File: config.mk
export PLATFORM = sky130hd
export DESIGN_NAME = fdl_queue
export DESIGN_NICKNAME = d
export VERILOG_FILES = /design/src/design/fdl_pkg.sv /design/src/design/fdl_queue.sv
export SDC_FILE = /design/constraint.sdc
export NUM_CORES = 1
export LEC_CHECK = 0
export BUFFER_PORTS_ARGS = -buffer_cell sky130_fd_sc_hd__buf_2
export CORE_UTILIZATION = 40
export CTS_CLUSTER_DIAMETER = 120
export CTS_CLUSTER_SIZE = 14
export DETAILED_ROUTE_END_ITERATION = 6
export HOLD_SLACK_MARGIN = 0.1
export SLEW_MARGIN = 5
export SYNTH_ARGS = -nofsm -noshare
export SYNTH_HDL_FRONTEND = slang
export SYNTH_SLANG_ARGS = --single-unit
File: constraint.sdc
create_clock -name clk -period 2.65 [get_ports clk]
set_input_delay 0.53 -clock clk [delete_from_list [all_inputs] [get_ports clk]]
set_output_delay 0.53 -clock clk [all_outputs]
set_load 0.05 [all_outputs]
File: src/design/fdl_pkg.sv
// ----------------------------------------------------------------------------
// fdl_pkg
// Shared types and constants for the fractional delay line.
// ----------------------------------------------------------------------------
package fdl_pkg;

  // Sample width, Q1.23
  localparam int SAMPLE_BITS = 24;
  // Delay fraction width
  localparam int FRAC_BITS = 16;
  // Op field width of a queue word
  localparam int OP_BITS = 2;

  // Operation codes
  typedef enum logic [1:0] {
    OP_WRITE  = 2'd0,
    OP_CUBIC  = 2'd1,
    OP_LINEAR = 2'd2,
    OP_WHOLE  = 2'd3
  } op_t;

  // Configuration register indexes
  localparam logic REG_DELAY_LENGTH   = 1'b0;
  localparam logic REG_SAMPLES_PER_MS = 1'b1;

  // Cubic: divide by six through a reciprocal, after clamping the input
  localparam logic [27:0]        RECIP_SIX = 28'd178956971;  // ceil(2^30 / 6)
  localparam logic signed [33:0] SAT_SPAN  = 34'sd50331648;  // 6 * 2^23

  typedef enum logic [1:0] {
    F_IDLE,
    F_MUL,
    F_ADDR
  } front_state_t;

  typedef enum logic [3:0] {
    B_CLEAR,
    B_IDLE,
    B_RD,
    B_LAST,
    B_C1,
    B_C2,
    B_C3,
    B_C4,
    B_C5,
    B_C6,
    B_C7,
    B_C8,
    B_OUT
  } back_state_t;

endpackage

File: src/design/fdl_queue.sv
// ----------------------------------------------------------------------------
// fdl_queue
// Four-entry queue of commands between front and back.
// ----------------------------------------------------------------------------
module fdl_queue #(
  parameter int W = 54
) (
  input  logic         clk,
  input  logic         rst,
  input  logic         push,
  input  logic [W-1:0] push_word,
  output logic         full,
  input  logic         pop,
  output logic [W-1:0] head_word,
  output logic         empty
);
  import fdl_pkg::*;

  logic [W-1:0] slots [4];
  logic [1:0]   wr_ptr, rd_ptr;
  logic [2:0]   count;

  assign full      = (count == 3'd4);
  assign empty     = (count == 3'd0);
  assign head_word = slots[rd_ptr];

  always_ff @(posedge clk) begin
    if (rst) begin
      wr_ptr <= '0;
      rd_ptr <= '0;
      count  <= '0;
    end else begin
      if (push && !full) wr_ptr <= wr_ptr + 2'd1;
      if (pop && !empty) rd_ptr <= rd_ptr + 2'd1;
      count <= count + 3'(push && !full) - 3'(pop && !empty);
    end
  end

  always_ff @(posedge clk) begin
    if (push && !full) slots[wr_ptr] <= push_word;
  end

endmodule

## Yosys cells after proc, flatten, opt, wreduce, memory -nomap -nowiden

Memory sizes are Yosys's and may differ from the RTL's. A register that Yosys moved wholly into a read port is not among the register bits.
Index checks and enable logic that the tools add are counted.

- Bits in writable memories: 216
- Memories: 1
- Bits of input ports: 58
- Logic and storage cells: 18
- Flip-flop bits (word level): 7

- Equality and inequality tests: 1
- Multiplexer cells: 4
- Add/sub/neg operators: 4
- Reduce and logical (&&, ||, !) cells: 5

Memory list:

| name | words | width | read ports | clocked after Yosys merged registers in | write ports | RTL line | RTL |
|---|---|---|---|---|---|---|---|
| slots | 4 | 54 | 1 | 1 | 1 | fdl_queue.sv:19 | `logic [W-1:0] slots [4];` |

Operator list:

| cell | number |
|---|---|
| adder 2 x 1 -> 2 bit (second input constant) | 2 |
| 2-to-1 mux 2 bit | 2 |
| adder 3 x 1 -> 3 bit | 1 |
| == test 3 bit (second input constant) | 1 |
| zero test 3 bit | 1 |
| subtractor 3 x 1 -> 3 bit | 1 |
| logical AND 1 bit | 2 |
| zero test 1 bit | 2 |
| 2-to-1 mux 1 bit | 2 |

## Depth between registers and ports, before layout

Gate-level depths: netlist (run 1).

- Word-level depth: 5
- Depth in mapped cells: 10
- Mapped depth without buffers: 10

## Worst setup path before layout (run 1)

Ideal clock, no wire load.

- Path type: reg-to-reg
- From: reg count[2]
- To: mem slots[0][0] (enable)
- Path slack: 10 ps
- Setup time: 503 ps
- Period minus slack after synthesis: 2640 ps
- Stages on the path, launching flop included: 4
- Data arrival time: 2138 ps
- Path through: dfxtp_1 nor3b_2 nor2_1 and2_1

- Word-level cells in the longest chain between the ends: 5

RTL lines:

| element | RTL line | RTL |
|---|---|---|
| from (decl) | fdl_queue.sv:21 | `logic [2:0] count;` |
| from (signal assigned) | fdl_queue.sv:35 | `count <= count + 3'(push && !full) - 3'(pop && !empty);` |
| == test 3 bit | fdl_queue.sv:23 | `assign full = (count == 3'd4);` |
| via full | fdl_queue.sv:12 | `output logic full,` |
| zero test 1 bit | fdl_queue.sv:40 | `if (push && !full) slots[wr_ptr] <= push_word;` |
| logical AND 1 bit | fdl_queue.sv:40 |  |
| 2-to-1 mux 1 bit | fdl_queue.sv:40 |  |
| 2-to-1 mux 1 bit (implied by the code) | fdl_queue.sv:40 |  |
| to (decl) | fdl_queue.sv:19 |  |

The timed path passes the listed nets, and every way through them passes these cells.

==> results of run 1 <==
## cell type report
class                           instances  area share [%]
Clock inverter                          1           0.164
Timing Repair Buffer                  128            7.98
Tap cell                              270            3.41
Antenna cell                            1          0.0253
Clock buffer                           28            5.57
Inverter                                8           0.303
Sequential cell                       225            67.3
Multi-Input combinational cell         87            15.2
## routing by layer
layer	global-route usage [%]	share of wire, %
met3	3.84	6.3
met1	17.9	41
met4	3.96	2.0
met5	0	0
met2	23.9	50
## cell families (layout without fill, tap and decap cells)
| kind of cell | Yosys count | in the layout | synth area share [%] |
|---|---|---|---|
| buffers and inverters | 21 | 165 | 2.10 |
| and+or+nand+nor | 17 | 17 | 1.24 |
| DFF | 225 | 225 | 79.9 |
| other | 0 | 1 | 0 |
| adders and majority gates | 7 | 7 | 1.14 |
| xor gates and xnor gates | 3 | 3 | 0.315 |
| muxes | 55 | 55 | 14.9 |
| AOI/OAI and AO/OA | 5 | 5 | 0.390 |
## synthesized netlist by cell type (4+ instances only)
cell type	number	share of area, %
buf_2	5	0.30
edfxtp_1	216	78
dfxtp_1	9	2.2
and2_1	4	0.30
buf_12	5	1.2
nor2_1	4	0.18
ha_1	6	0.90
mux4_2	50	14
mux4_1	4	1.3
inv_1	8	0.36
## power by group
group          switching (W)  leakage [nW]  total, W  internal (W)
clock network        0.00116         0.274   0.00260       0.00144
logic                0.00220          1.00   0.00326       0.00106
registers           0.000112          2.05   0.00439       0.00428
## repair_timing
action                     in CTS  in global routing
setup buffers                   2                  0
setup endpoints to repair      28                  0
gates resized for setup         0                  0
## flip-flops by register name, indices dropped and copies added, names as in the netlist, named ones only
| name | flops |
|---|---|
| wr_ptr | 2 |
| slots | 216 |
| count | 3 |
| rd_ptr | 2 |
## critical path, delay by kind of cell, from the launching register on
| kind | cells | cell delay [ps] |
|---|---|---|
| multiplexers | 1 | 560 |
| buffers and inverters | 2 | 480 |
| flip-flops | 1 | 400 |
## through the flow
step / cells / total power, W
final: 748 / 0.0103
after global routing: 748 / 0.0107
after CTS: 747 / 0.0104
after detailed placement: 716 / 0.00777
after global placement: 716 / 0.00773
after floorplan: 333 / 0.00708
## path summary, 6_finish.rpt
path                            depth (start not counted)       endpoint  slack (ps)           from
worst max-delay path                                    3  head_word[24]         190       register
worst max register to register                          9       count[2]         480       count[1]
worst min-delay path                                    1   slots[2][23]         250  push_word[23]
worst min register to register                          2       register         500      rd_ptr[1]
==> flow_summary.toml, run 1 <==
[status]
outcome = "completed"

[logic_synthesis]
synth-main-ff-cell = "edfxtp_1"
syn_inst = 333
yosys_warnings = 0
yosys_register_bits = 225
seq_area_frac_synth_pct = 79.9
synth_nets = 398
syn_area_per_cell_um2 = 25.0
synth-edff-count = 216
synthArstFlopShare_pct = 0
synthesis.area_um2 = 8340
synth.distinct_cells = 26

[power_and_ir_drop]
power_density_nw_per_um2 = 1030
peakVddDrop_uv = 465
p_leak_nw = 3.33

[clock_tree]
ctsHoldBuffers = 0
cts_max_level = 1
clock_latency_ps = 490
cts_buffers = 20
cts.sink_count = 225
cts.clk_slew.worst_paths_ps = 60
cts_tree = "yes"
ctsLongestPathBuffers = 3
cts_root_buf = "clkbuf_16"

[critical_path]
critPathRequiredTime_ps = 2120
cpMaxStageDelayCell = "mux4_2"
endpoint_kind = "primary output"
worstPathCellList = "buf_12 -> mux4_2 -> buf_2"
setup.worst_path.start_class = "register"
arrival_ps = 1930
path_max_fanout = 26
worstSetupPathType = "register to primary output"
cpPeakStageDelay_ps = 560

[floorplanning]
rows = 52
ios = 114
die_w_um = 146
dieArea_um2 = 21400
start_util_pct = 41.0
coreArea_um2 = 20400
fp.dieH_um = 146

[timing]
fmax_mhz = 406
tightestPinTransition_ps = 483
finalSetupViolCount = 0
rsz0062_at_grt = "no"
fin_crit_ps = 2460
finalCritPeriodShare_pct = 93.0
maxSlewHeadroom_pct = 67.8
tns_ps = 0
skew_ps = 13.1
hold-worst-slack_ps = 252
hold_violations = 0
maxSlewViolCount = 0
layout_setup_ws_ps = 186

[flow_run]
drv_cap = 0

[global_routing]
grt_overflow_total = 0
grt_antenna_before_repair = 2
grt_pass1_wl_mm = 22.7
grt_pass1_vias = 4047
grt_max_degree = 31
grt_usage_pct = 14.1

[layout]
layout-drive-gt1-share_pct = 43.8
syn2layout_area_growth_pct = 18.8
finish.instance_area_um2 = 9910
multi_input_area_um2 = 1510
n_fill_cell = 1675
regArea_um2 = 6670
layout_common_cells = "edfxtp_1, buf_2, mux4_2, clkbuf_16, buf_12"
layout_commonest_cell = "edfxtp_1"
nets = 535
final_util_pct = 48.7

[detailed_routing]
avgRoutedWirePerCell_um = 19.6
drt.antenna.violating_nets = 0
routed_via_density = 4.99
first_iter_violations = 179
drtPass1Iterations = 4
wl_mm = 14.6
drc = 0
vias = 3736

[place]
place.port_buffers = 113
dpl_cell_area_um2 = 9320
hpwl_mm = 9.10
place_ws_ps = 442
gp_congestion = 0.735

[hold_path]
hp-class = "primary input to register"
(Power assumes the default switching activity.)
==> run 2: changes to the inputs <==
--- a/config.mk
+++ b/config.mk
@@ -6,11 +6,12 @@
 export NUM_CORES = 1
 export LEC_CHECK = 0
 export BUFFER_PORTS_ARGS = -buffer_cell sky130_fd_sc_hd__buf_2
-export CORE_UTILIZATION = 40
+export CORE_UTILIZATION = 51
 export CTS_CLUSTER_DIAMETER = 120
 export CTS_CLUSTER_SIZE = 14
 export DETAILED_ROUTE_END_ITERATION = 6
 export HOLD_SLACK_MARGIN = 0.1
+export PLACE_DENSITY = 0.75
 export SLEW_MARGIN = 5
 export SYNTH_ARGS = -nofsm -noshare
 export SYNTH_HDL_FRONTEND = slang
==> flow_summary.toml, run 2 (synthesis gave the netlist of run 1 again) <==
[detailed_routing]
routed_via_density = 5.39
vias = 3712
avgRoutedWirePerCell_um = 19.9
drt.antenna.violating_nets = 0
first_iter_violations = 222
wl_mm = 13.7
drc = 0
drtPass1Iterations = 4

[timing]
tightestPinTransition_ps = 453
rsz0062_at_grt = "no"
layout_setup_ws_ps = 163
tns_ps = 0
fin_crit_ps = 2490
fmax_mhz = 402
hold_violations = 0
maxSlewHeadroom_pct = 69.8
finalCritPeriodShare_pct = 93.9
finalSetupViolCount = 0
skew_ps = 11.9
maxSlewViolCount = 0

[layout]
regMostFlops = "slots"
layout_commonest_cell = "edfxtp_1"
syn2layout_area_growth_pct = 16.8
layout-drive-gt1-share_pct = 43.4
top_regs = "slots (216), count (3)"
nets = 531
final_cells = 689
layout_common_cells = "edfxtp_1, buf_2, mux4_2, clkbuf_16, inv_1"
finish.instance_area_um2 = 9740
largest_reg_flops = 216
final_util_pct = 61.1

[global_routing]
grt_pass1_vias = 3931
grt_usage_pct = 16.9
grt_antenna_before_repair = 0
grt_max_degree = 55
grt_pass1_wl_mm = 21.1
grt_overflow_total = 0

[critical_path]
worstSetupPathType = "register to primary output"
cpMaxStageDelayCell = "mux4_1"
setup.worst_path.start_class = "register"
worstPathCellList = "buf_12 -> mux4_1 -> buf_2"
arrival_ps = 1960
critPathRequiredTime_ps = 2120
path_max_fanout = 30
endpoint_kind = "primary output"
cpPeakStageDelay_ps = 600

[status]
outcome = "completed"

[clock_tree]
clock_latency_ps = 480
cts.clk_slew.worst_paths_ps = 60
ctsResizeCount = 0
cts_root_buf = "clkbuf_16"
cts_tree = "yes"
cts_buffers = 20
cts_max_level = 1
post_cts_buffers = 0
ctsHoldBuffers = 0
cts.sink_count = 225
ctsLongestPathBuffers = 3

[floorplanning]
coreArea_um2 = 15900
fp.dieH_um = 130
dieArea_um2 = 16900
die_w_um = 130
rows = 46
ios = 114
start_util_pct = 52.3

[hold_path]
hp-class = "primary input to register"

[flow_run]
drv_cap = 0

[power_and_ir_drop]
peakVddDrop_uv = 721
power_density_nw_per_um2 = 1040
p_leak_nw = 3.29

[place]
gp_congestion = 0.719
place.port_buffers = 113
dpl.cell_count = 660
place_ws_ps = 439
hpwl_mm = 7.88
dpl_cell_area_um2 = 9170
==> run 2: cell types whose count changed in the layout (fill, tap and decap cells not counted) <==
cell	before	now
and2_2	0	4
and2_4	4	0
buf_12	9	4
buf_4	6	7
clkbuf_1	7	6
==> run 2: per-layer routing <==
metal / up-vias / part of all wire [%] / global-route usage, %
met5: - / 0 / 0
met3: 17 / 5.4 / 3.77
met1: 1933 / 43 / 22.8
li1: 1658 / - / -
met4: 0 / 1.4 / 4.04
met2: 104 / 50 / 28.2
==> run 2: where the power goes <==
| group | total (W) | internal [W] | switching, W |
|---|---|---|---|
| logic | 0.00319 | 0.00101 | 0.00218 |
| clock network | 0.00257 | 0.00144 | 0.00113 |
| registers | 0.00438 | 0.00428 | 0.000105 |
| total | 0.0101 | 0.00673 | 0.00342 |
==> run 2: cell type report <==
type                       count  area [um2]
sequential                   225        6670
fill                        1116        6200
multi-input combinational     87        1500
timing repair buffer         124         698
clock buffer                  27         548
tap                          216         270
inverter                       8        30.0
clock inverter                 1        16.3
antenna                        1        2.50
==> run 2: path summary, 6_finish.rpt <==
path                 startpoint             to  slack (ps)  depth (start not counted)
setup reg to reg       count[1]       count[2]         490                          9
hold reg to reg       rd_ptr[1]       register         490                          2
setup / recovery       register  head_word[53]         160                          3
hold / removal    push_word[28]   slots[2][28]         260                          1
==> run 2: critical path, delay by kind of cell, from the launching register on <==
kind | cells | cell delay (ps)
multiplexers | 1 | 600
flip-flops | 1 | 370
buffers and inverters | 2 | 480
==> run 2: through the flow <==
step / power, W / hold slack [ps]
floorplan: 0.00708 / 459
finish: 0.0101 / 262
detailed placement: 0.00769 / 483
global route: 0.0105 / 247
global placement: 0.00764 / 474
CTS: 0.0103 / 245
