`config.mk`:
```
export PLATFORM = sky130hd
export DESIGN_NAME = fdl_front
export DESIGN_NICKNAME = d
export VERILOG_FILES = /design/src/design/fdl_pkg.sv /design/src/design/fdl_front.sv
export SDC_FILE = /design/constraint.sdc
export NUM_CORES = 2
export LEC_CHECK = 0
export BUFFER_PORTS_ARGS = -buffer_cell sky130_fd_sc_hd__buf_2
export CORE_ASPECT_RATIO = 1.75
export CORE_UTILIZATION = 50
export DETAILED_ROUTE_END_ITERATION = 12
export HOLD_SLACK_MARGIN = 0.05
export PLACE_DENSITY = 0.75
export SLEW_MARGIN = 20
export SYNTH_ARGS = -nofsm -noshare
export SYNTH_HDL_FRONTEND = slang
export SYNTH_SLANG_ARGS = --single-unit
```
`constraint.sdc`:
```
create_clock -name clk -period 9.9 [get_ports clk]
set_input_delay 1.98 -clock clk [delete_from_list [all_inputs] [get_ports clk]]
set_output_delay 1.98 -clock clk [all_outputs]
set_load 0.005 [all_outputs]
```
`src/design/fdl_pkg.sv`:
```
// ----------------------------------------------------------------------------
// fdl_pkg
// Shared types and constants for the fractional delay line.
// ----------------------------------------------------------------------------
package fdl_pkg;

  // Sample width, Q1.23
  localparam int SAMPLE_BITS = 24;
  // Delay fraction width
  localparam int FRAC_BITS = 16;
  // Op field width of a queue word
  localparam int OP_BITS = 2;

  // Operation codes
  typedef enum logic [1:0] {
    OP_WRITE  = 2'd0,
    OP_CUBIC  = 2'd1,
    OP_LINEAR = 2'd2,
    OP_WHOLE  = 2'd3
  } op_t;

  // Configuration register indexes
  localparam logic REG_DELAY_LENGTH   = 1'b0;
  localparam logic REG_SAMPLES_PER_MS = 1'b1;

  // Cubic: divide by six through a reciprocal, after clamping the input
  localparam logic [27:0]        RECIP_SIX = 28'd178956971;  // ceil(2^30 / 6)
  localparam logic signed [33:0] SAT_SPAN  = 34'sd50331648;  // 6 * 2^23

  typedef enum logic [1:0] {
    F_IDLE,
    F_MUL,
    F_ADDR
  } front_state_t;

  typedef enum logic [3:0] {
    B_CLEAR,
    B_IDLE,
    B_RD,
    B_LAST,
    B_C1,
    B_C2,
    B_C3,
    B_C4,
    B_C5,
    B_C6,
    B_C7,
    B_C8,
    B_OUT
  } back_state_t;

endpackage

```
`src/design/fdl_front.sv`:
```
// ----------------------------------------------------------------------------
// fdl_front
// Accepts words, scales delays, clamps them and forms ring addresses.
// ----------------------------------------------------------------------------
module fdl_front #(
  parameter int MAX_LENGTH = 4096,
  parameter int AW = 12,
  parameter int LW = 13
) (
  input  logic                                 clk,
  input  logic                                 rst,
  input  logic                                 in_valid,
  output logic                                 in_stall,
  input  logic [1:0]                           op,
  input  logic signed [fdl_pkg::SAMPLE_BITS-1:0] sample,
  input  logic [19:0]                          delay_ms,
  input  logic [15:0]                          delay_samples,
  input  logic                                 cfg_valid,
  output logic                                 cfg_ready,
  input  logic                                 cfg_index,
  input  logic [23:0]                          cfg_data,
  input  logic                                 clearing,
  input  logic                                 q_full,
  output logic                                 q_push,
  output logic [1:0]                           q_op,
  output logic signed [fdl_pkg::SAMPLE_BITS-1:0] q_sample,
  output logic [AW-1:0]                        q_base,
  output logic [fdl_pkg::FRAC_BITS-1:0]        q_frac,
  output logic [LW-1:0]                        ring_len
);
  import fdl_pkg::*;

  localparam int LEN_RESET = (MAX_LENGTH < 4096) ? MAX_LENGTH : 4096;

  front_state_t state, state_next;
  op_t                          op_q;
  logic signed [SAMPLE_BITS-1:0] sample_q;
  logic [19:0]                  dms_q;
  logic [15:0]                  dsm_q;
  logic [43:0]                  prod;
  logic [23:0]                  spm;
  logic [LW-1:0]                len;
  logic [AW-1:0]                wpos;

  logic [LW-1:0]   len_m1, whole, cfg_len;
  logic [19:0]     ip;
  logic [FRAC_BITS-1:0] frac;
  logic [LW:0]     bsum;
  logic [AW-1:0]   base;
  logic [LW:0]     wnext;

  assign cfg_ready = 1'b1;
  assign ring_len  = len;
  assign in_stall  = (state != F_IDLE) || clearing;

  // Next state
  always_comb begin
    state_next = state;
    case (state)
      F_IDLE: if (in_valid && !in_stall) state_next = F_MUL;
      F_MUL:  state_next = F_ADDR;
      F_ADDR: if (!q_full) state_next = F_IDLE;
      default: state_next = F_IDLE;
    endcase
  end

  // Delay clamp and base address
  always_comb begin
    len_m1 = len - LW'(1);
    ip     = prod[43:24];
    frac   = '0;
    if (op_q == OP_WHOLE) begin
      if (32'(dsm_q) > 32'(len_m1)) whole = len_m1;
      else whole = LW'(dsm_q);
    end else if (32'(ip) > 32'(len_m1)) begin
      whole = len_m1;
    end else begin
      whole = LW'(ip);
      frac  = prod[23:8];
    end
    bsum = (LW+1)'(wpos) + (LW+1)'(len) - (LW+1)'(whole);
    if (bsum >= (LW+1)'(len)) bsum = bsum - (LW+1)'(len);
    base  = (op_q == OP_WRITE) ? wpos : bsum[AW-1:0];
    wnext = (LW+1)'(wpos) + (LW+1)'(1);
    // Ring length: zero acts as one, large values clamp
    if (cfg_data[12:0] == 13'd0) cfg_len = LW'(1);
    else if (32'(cfg_data[12:0]) > MAX_LENGTH) cfg_len = LW'(MAX_LENGTH);
    else cfg_len = LW'(cfg_data[12:0]);
  end

  // Queue outputs
  always_comb begin
    q_push   = (state == F_ADDR) && !q_full;
    q_op     = op_q;
    q_sample = sample_q;
    q_base   = base;
    q_frac   = frac;
  end

  always_ff @(posedge clk) begin
    if (rst) begin
      state <= F_IDLE;
      len   <= LW'(LEN_RESET);
      spm   <= 24'd2890138;
      wpos  <= '0;
    end else begin
      state <= state_next;
      if (state == F_ADDR && !q_full && op_q == OP_WRITE) begin
        wpos <= (wnext >= (LW+1)'(len)) ? '0 : wnext[AW-1:0];
      end
      if (cfg_valid && cfg_ready) begin
        case (cfg_index)
          REG_DELAY_LENGTH: begin
            len  <= cfg_len;
            wpos <= '0;
          end
          REG_SAMPLES_PER_MS: spm <= cfg_data;
          default: ;
        endcase
      end
    end
  end

  // Payload registers
  always_ff @(posedge clk) begin
    if (state == F_IDLE && in_valid && !in_stall) begin
      op_q     <= op_t'(op);
      sample_q <= sample;
      dms_q    <= delay_ms;
      dsm_q    <= delay_samples;
    end
    if (state == F_MUL) prod <= 44'(dms_q) * 44'(spm);
  end

endmodule

```
Word level (Yosys, flattened, before mapping)

Index checks and enable logic that the tools add are counted.

Bits in registers: 157
Bits in latches: 0
Memory bits (writable): 0
Bits in read-only memories: 0
Input bits: 93
Memories: 0

Add/sub/neg operators: 5
$mul: 1
Div/mod/pow operators: 0
$lt $le $gt $ge: 5
Eq/ne operators: 5
Shift operators: 0
Multiplexer cells: 16
Bitwise gates (word level): 1
Reductions and logical operators: 15

Operator list:

| operator              | number |
|---|---|
| $mux 12               | 6 |
| $mux 13               | 5 |
| $mul 20x24->44        | 1 |
| $mux 16               | 2 |
| $gt 20x13->1          | 1 |
| $gt 16x13->1          | 1 |
| $add 12x13->14        | 1 |
| $ge 14x13->1          | 1 |
| $sub 14x13->14        | 1 |
| $add 12x1->13 const B | 1 |
| $ge 13x13->1          | 1 |
| $gt 13x13->1 const B  | 1 |
| $logic_not 13->1      | 1 |
| $sub 13x1->13 const B | 1 |
| $sub 12x12->12        | 1 |
| $pmux 2 s3            | 1 |
| $reduce_and 2->1      | 3 |
| $logic_and 1x1->1     | 5 |
| $eq 2x2->1 const B    | 2 |
| $logic_not 2->1       | 2 |
| $mux 2                | 2 |
| $ne 2x2->1 const B    | 2 |
| $eq 2x1->1 const B    | 1 |
| $logic_not 1->1       | 2 |
| 3 further kinds       | 3 |

Logic depth before layout (Yosys ltp)

Depth in word-level cells: 8
Mapped depth: 41
Gate-level depth less buffers: 38

Worst setup path after synthesis

OpenSTA, ideal clock, no wires.

Kind: reg2out
From: reg len[0], in the netlist ring_len[0]
To: out q_base[5]
Arrival time: 7751 ps
Path slack: 169 ps
Cell stages (with the launch flop): 39
Cell sequence: dfxtp_1 > inv_1 > ha_1 > or3b_1 > buf_2 > nor3_1 > nand2_1 > nor4_1 > xnor2_1 > inv_1 > ha_1 > nand4_1 > or3_1 > o21a_1 > nor3_4 > buf_4 > nor3_1 > a221oi_2 > [... 3 more ...] > a21oi_1 > o21bai_1 > a21oi_1 > o21ai_0 > mux2i_1 > o2111ai_1 > ha_1 > nand3_1 > o41ai_1 > nor2_1 > nor3_1 > a21oi_1 > and3b_1 > clkbuf_1 > buf_2 > nor2_1 > a21oi_1 > a21oi_1

Word-level cells in the longest chain between the ends: 8
Elaborated cells between the ends (all ways): 12

Ends and longest elaborated chain:

| element                                               | line                             | RTL |
|---|---|---|
| start: declaration                                    | fdl_front.sv:42                  | `logic [LW-1:0] len;` |
| start signal: assignment                              | fdl_front.sv:103                 | `len <= LW'(LEN_RESET);` |
| start signal: assignment                              | fdl_front.sv:114                 | `len <= cfg_len;` |
| $sub 13x1->13                                         | fdl_front.sv:69                  | `len_m1 = len - LW'(1);` |
| $gt 20x13->1 / $gt 16x13->1 (equally long branches)   | fdl_front.sv:75, fdl_front.sv:73 |  |
| $mux 13, on equally long branches                     | fdl_front.sv:75, fdl_front.sv:73 |  |
| $mux 13                                               | fdl_front.sv:72                  | `if (op_q == OP_WHOLE) begin` |
| $sub 14x13->14                                        | fdl_front.sv:81                  | `bsum = (LW+1)'(wpos) + (LW+1)'(len) - (LW+1)'(whole);` |
| $sub 12x12->12 / $ge 14x13->1 (equally long branches) | fdl_front.sv:82                  | `if (bsum >= (LW+1)'(len)) bsum = bsum - (LW+1)'(len);` |
| $mux 12 *                                             | fdl_front.sv:82                  |  |
| $mux 12 *                                             | fdl_front.sv:83                  | `base = (op_q == OP_WRITE) ? wpos : bsum[AW-1:0];` |
| end: declaration                                      | fdl_front.sv:27                  | `output logic [AW-1:0] q_base,` |

Mark *: on every way between the ends. The rest lies on a longest branch, timed or not.

Worst setup path after layout

Ends and elaborated chain as after synthesis.

==> run summary <==
YS warnings - 0
Layout area overhead - 11.7%
Most common cell after layout, fill and taps aside - inv_1
Startpoint Class - register
Crit-path max cell delay - 400 ps
Synth Area per Inst - 9.30 um2
Routed wl met3 - 4.22 mm
Post-synthesis mux area share - 0.386%
Most frequent cells in the layout - inv_1 (450), nand2_1 (417), fa_1 (403), ha_1 (206), and2_1 (178)
Worst Reg-to-Reg Cells - 22
DRC violations left - 26
Leak - 12.7 nW
CTS Sinks - 149
Synth cell types - 68
Cell Area, Placed - 24900 um2
Nets - 3368
Ys async rst share - 0%
Detail Route met2 WL - 36.1 mm
Routed vias - 18700
R2r startpoint - spm[14]
Hold path depth - 2
Adder-cell share of the synthesized area - 46.3%
Post-synthesis xor/xnor area fraction - 3.01%
All-Layer GR Usage - 30.7%
Die Span Y - 288 um
CTS tree - built
Cell Area, Synth - 23300 um2
WL per Instance - 21.2 um
Pwr Density - 330 nW/um2
CTS max path bufs - 2
Max H-tree Level - 4
PortBufs - 161
CTS Buf Count - 17
Post-synthesis instance total - 2508
Final ANT Viol Nets - 0
Max Used Layer - met4
Placed Cells - 3198
Kind of critical path - reg2out
Largest family of logic cells by synthesized area - adder cells
Final Non-Filler Cells - 3252
Crit path time final - 9890 ps
Gr ovfl total - 0
Max_slew headroom - 20.3%
Clock Latency Late Sink - 470 ps
Hold Path Class - reg2reg
Initial antenna violation count - 2
Critical path fanouts, max - 6
Period utilization - 99.9%
Initial DRC count - 1503
Hold_buf cts - 0
CP Capture Type - primary output
Fin. max-slew vios - 0
Pre-antenna DRT Iters - 10
Vias per std cell - 5.75
Hold WS - 603 ps
R2r setup slk - 1950 ps
Area of the die - 47600 um2
Total wire length - 68.9 mm
Predominant post-synthesis flop cell - edfxtp_1
Die X - 165 um
Hold endpoint - wpos[1]
F_max - 101 MHz
First-pass GRT wire length - 108 mm
Post-DP HPWL - 52.3 mm
Unrepaired setup endpoints after global routing - true
Root buffer cell - clkbuf_16
Place WS - -187 ps
Final hold violation count - 0
Simple-gate share of the synthesized area - 17.2%
Outcome - complete, but fails checks
Slew @ Worst Pin - 1190 ps
Reg-to-reg endpoint - prod[34]
Worst vdd ir - 442 uV
Crit-path slowest cell - or3b_4
Worst-path clk slew - 70 ps
Max cap viols - 0
Initial Utilization - 50.6%
Syn_nets - 3221
Worst hold path startpoint - wpos[1]
Power Total - 8.61 mW
WP data required - 7920 ps
Final setup fails - 0
Number of synthesized flops with an enable pin - 98
I/O pins - 163
Largest net degree at the start of global routing - 63
Layout Skew - 25.9 ps
Register area share after synthesis - 17.0%
Vias in the first global route - 20500
Failing checks - design-rule violations
Final Worst Setup Slack - 11.3 ps
Post-route cell area - 26100 um2
Site row count - 104
Core area - 46100 um2
Register bit total from synthesis - 149
Share of cells above drive strength 1 - 13.8%
WP data arrival - 7910 ps
GP Congestion - 0.956
Compound-Gate Fraction of Synth Area - 6.65%
M1 WL - 23.0 mm
## Yosys cell counts, drive strengths merged (37+ instances only)
master	count	area share, %
a21oi	85	1.8
and2	179	4.8
clkbuf	115	1.9
dfxtp	51	4.4
edfxtp	98	13
fa	404	35
ha	216	12
inv	456	7.3
nand2	418	6.7
nor2	68	1.2
nor3	37	0.86
o21ai	38	0.82
xnor2	52	2.0
## through the flow
| stage | utilization (%) | TNS, ps |
|---|---|---|
| floorplan | - | 0 |
| global placement | 54.1 | 0 |
| CTS | 55.9 | -1.71 |
| global route | 56.6 | -3400 |
| finish | 56.6 | 0 |
| detailed placement | 54.1 | -1480 |
## metal layers
layer	global-route usage (%)	up-vias
met2	54.0	864
met5	0	-
met4	24.2	0
met1	31.9	9369
met3	4.97	321
li1	-	8130
## sequential cells by signal, summed over array words and instances, names as in the netlist
register / count
prod: 36
q_sample: 24
spm: 24
dms_q: 20
dsm_q: 16
ring_len: 13
wpos: 12
q_op: 2
state: 2
## worst max path at each step
stage                            from    endpoint  slack [ps]  cells past startpoint
after floorplan           ring_len[0]   q_base[5]         170                     38
after global placement    ring_len[0]  q_base[11]          20                     37
after detailed placement  ring_len[0]   q_base[6]        -190                     37
after CTS                 ring_len[0]   q_base[8]          -2                     37
after global routing      ring_len[0]   q_base[9]        -320                     39
final                     ring_len[0]   q_base[5]          10                     40
## worst max-delay path: cells and delay by family (launching register included)
kind / cells / cell delay (ps)
adders and majority gates: 6 / 1550
and+or+nand+nor: 12 / 2170
AOI/OAI and AO/OA: 14 / 2380
muxes: 1 / 190
DFF: 1 / 340
buffers and inverters: 6 / 700
xor gates and xnor gates: 1 / 130
## timing repair
item                                    4_1_cts  5_1_grt
pin swaps                                    37       29
cloned                                        1        0
setup buffers                                 9        7
endpoints found under the setup margin       12       12
gates resized for setup                      41       35
## final cells by class
cell class / instances / area (um2)
fillers: 4049 / 20000
multi-input cells: 1778 / 17500
flip-flops and latches: 149 / 3970
inverters: 456 / 1710
repair buffers: 253 / 1570
well taps: 583 / 729
clock buffers: 17 / 425
clock inverters: 15 / 133
diodes: 1 / 2.50
## where the power goes
| group | total [mW] | leakage, nW | internal (mW) | switching (mW) |
|---|---|---|---|---|
| clock network | 0.657 | 0.267 | 0.331 | 0.326 |
| registers | 1.19 | 1.33 | 1.10 | 0.0900 |
| logic | 6.77 | 11.1 | 2.96 | 3.81 |
## kinds of logic (layout without fill, tap and decap cells)
family                   after synthesis  after routing
AND/OR/NAND/NOR                      837            838
XOR/XNOR                              74             74
adder cells (fa/ha/maj)              620            620
other                                  1              2
buffers and inverters                582            741
multiplexers                           9              9
AO/OA/AOI/OAI                        236            236
flip-flops                           149            149
Power figures use the tool's default switching activity.
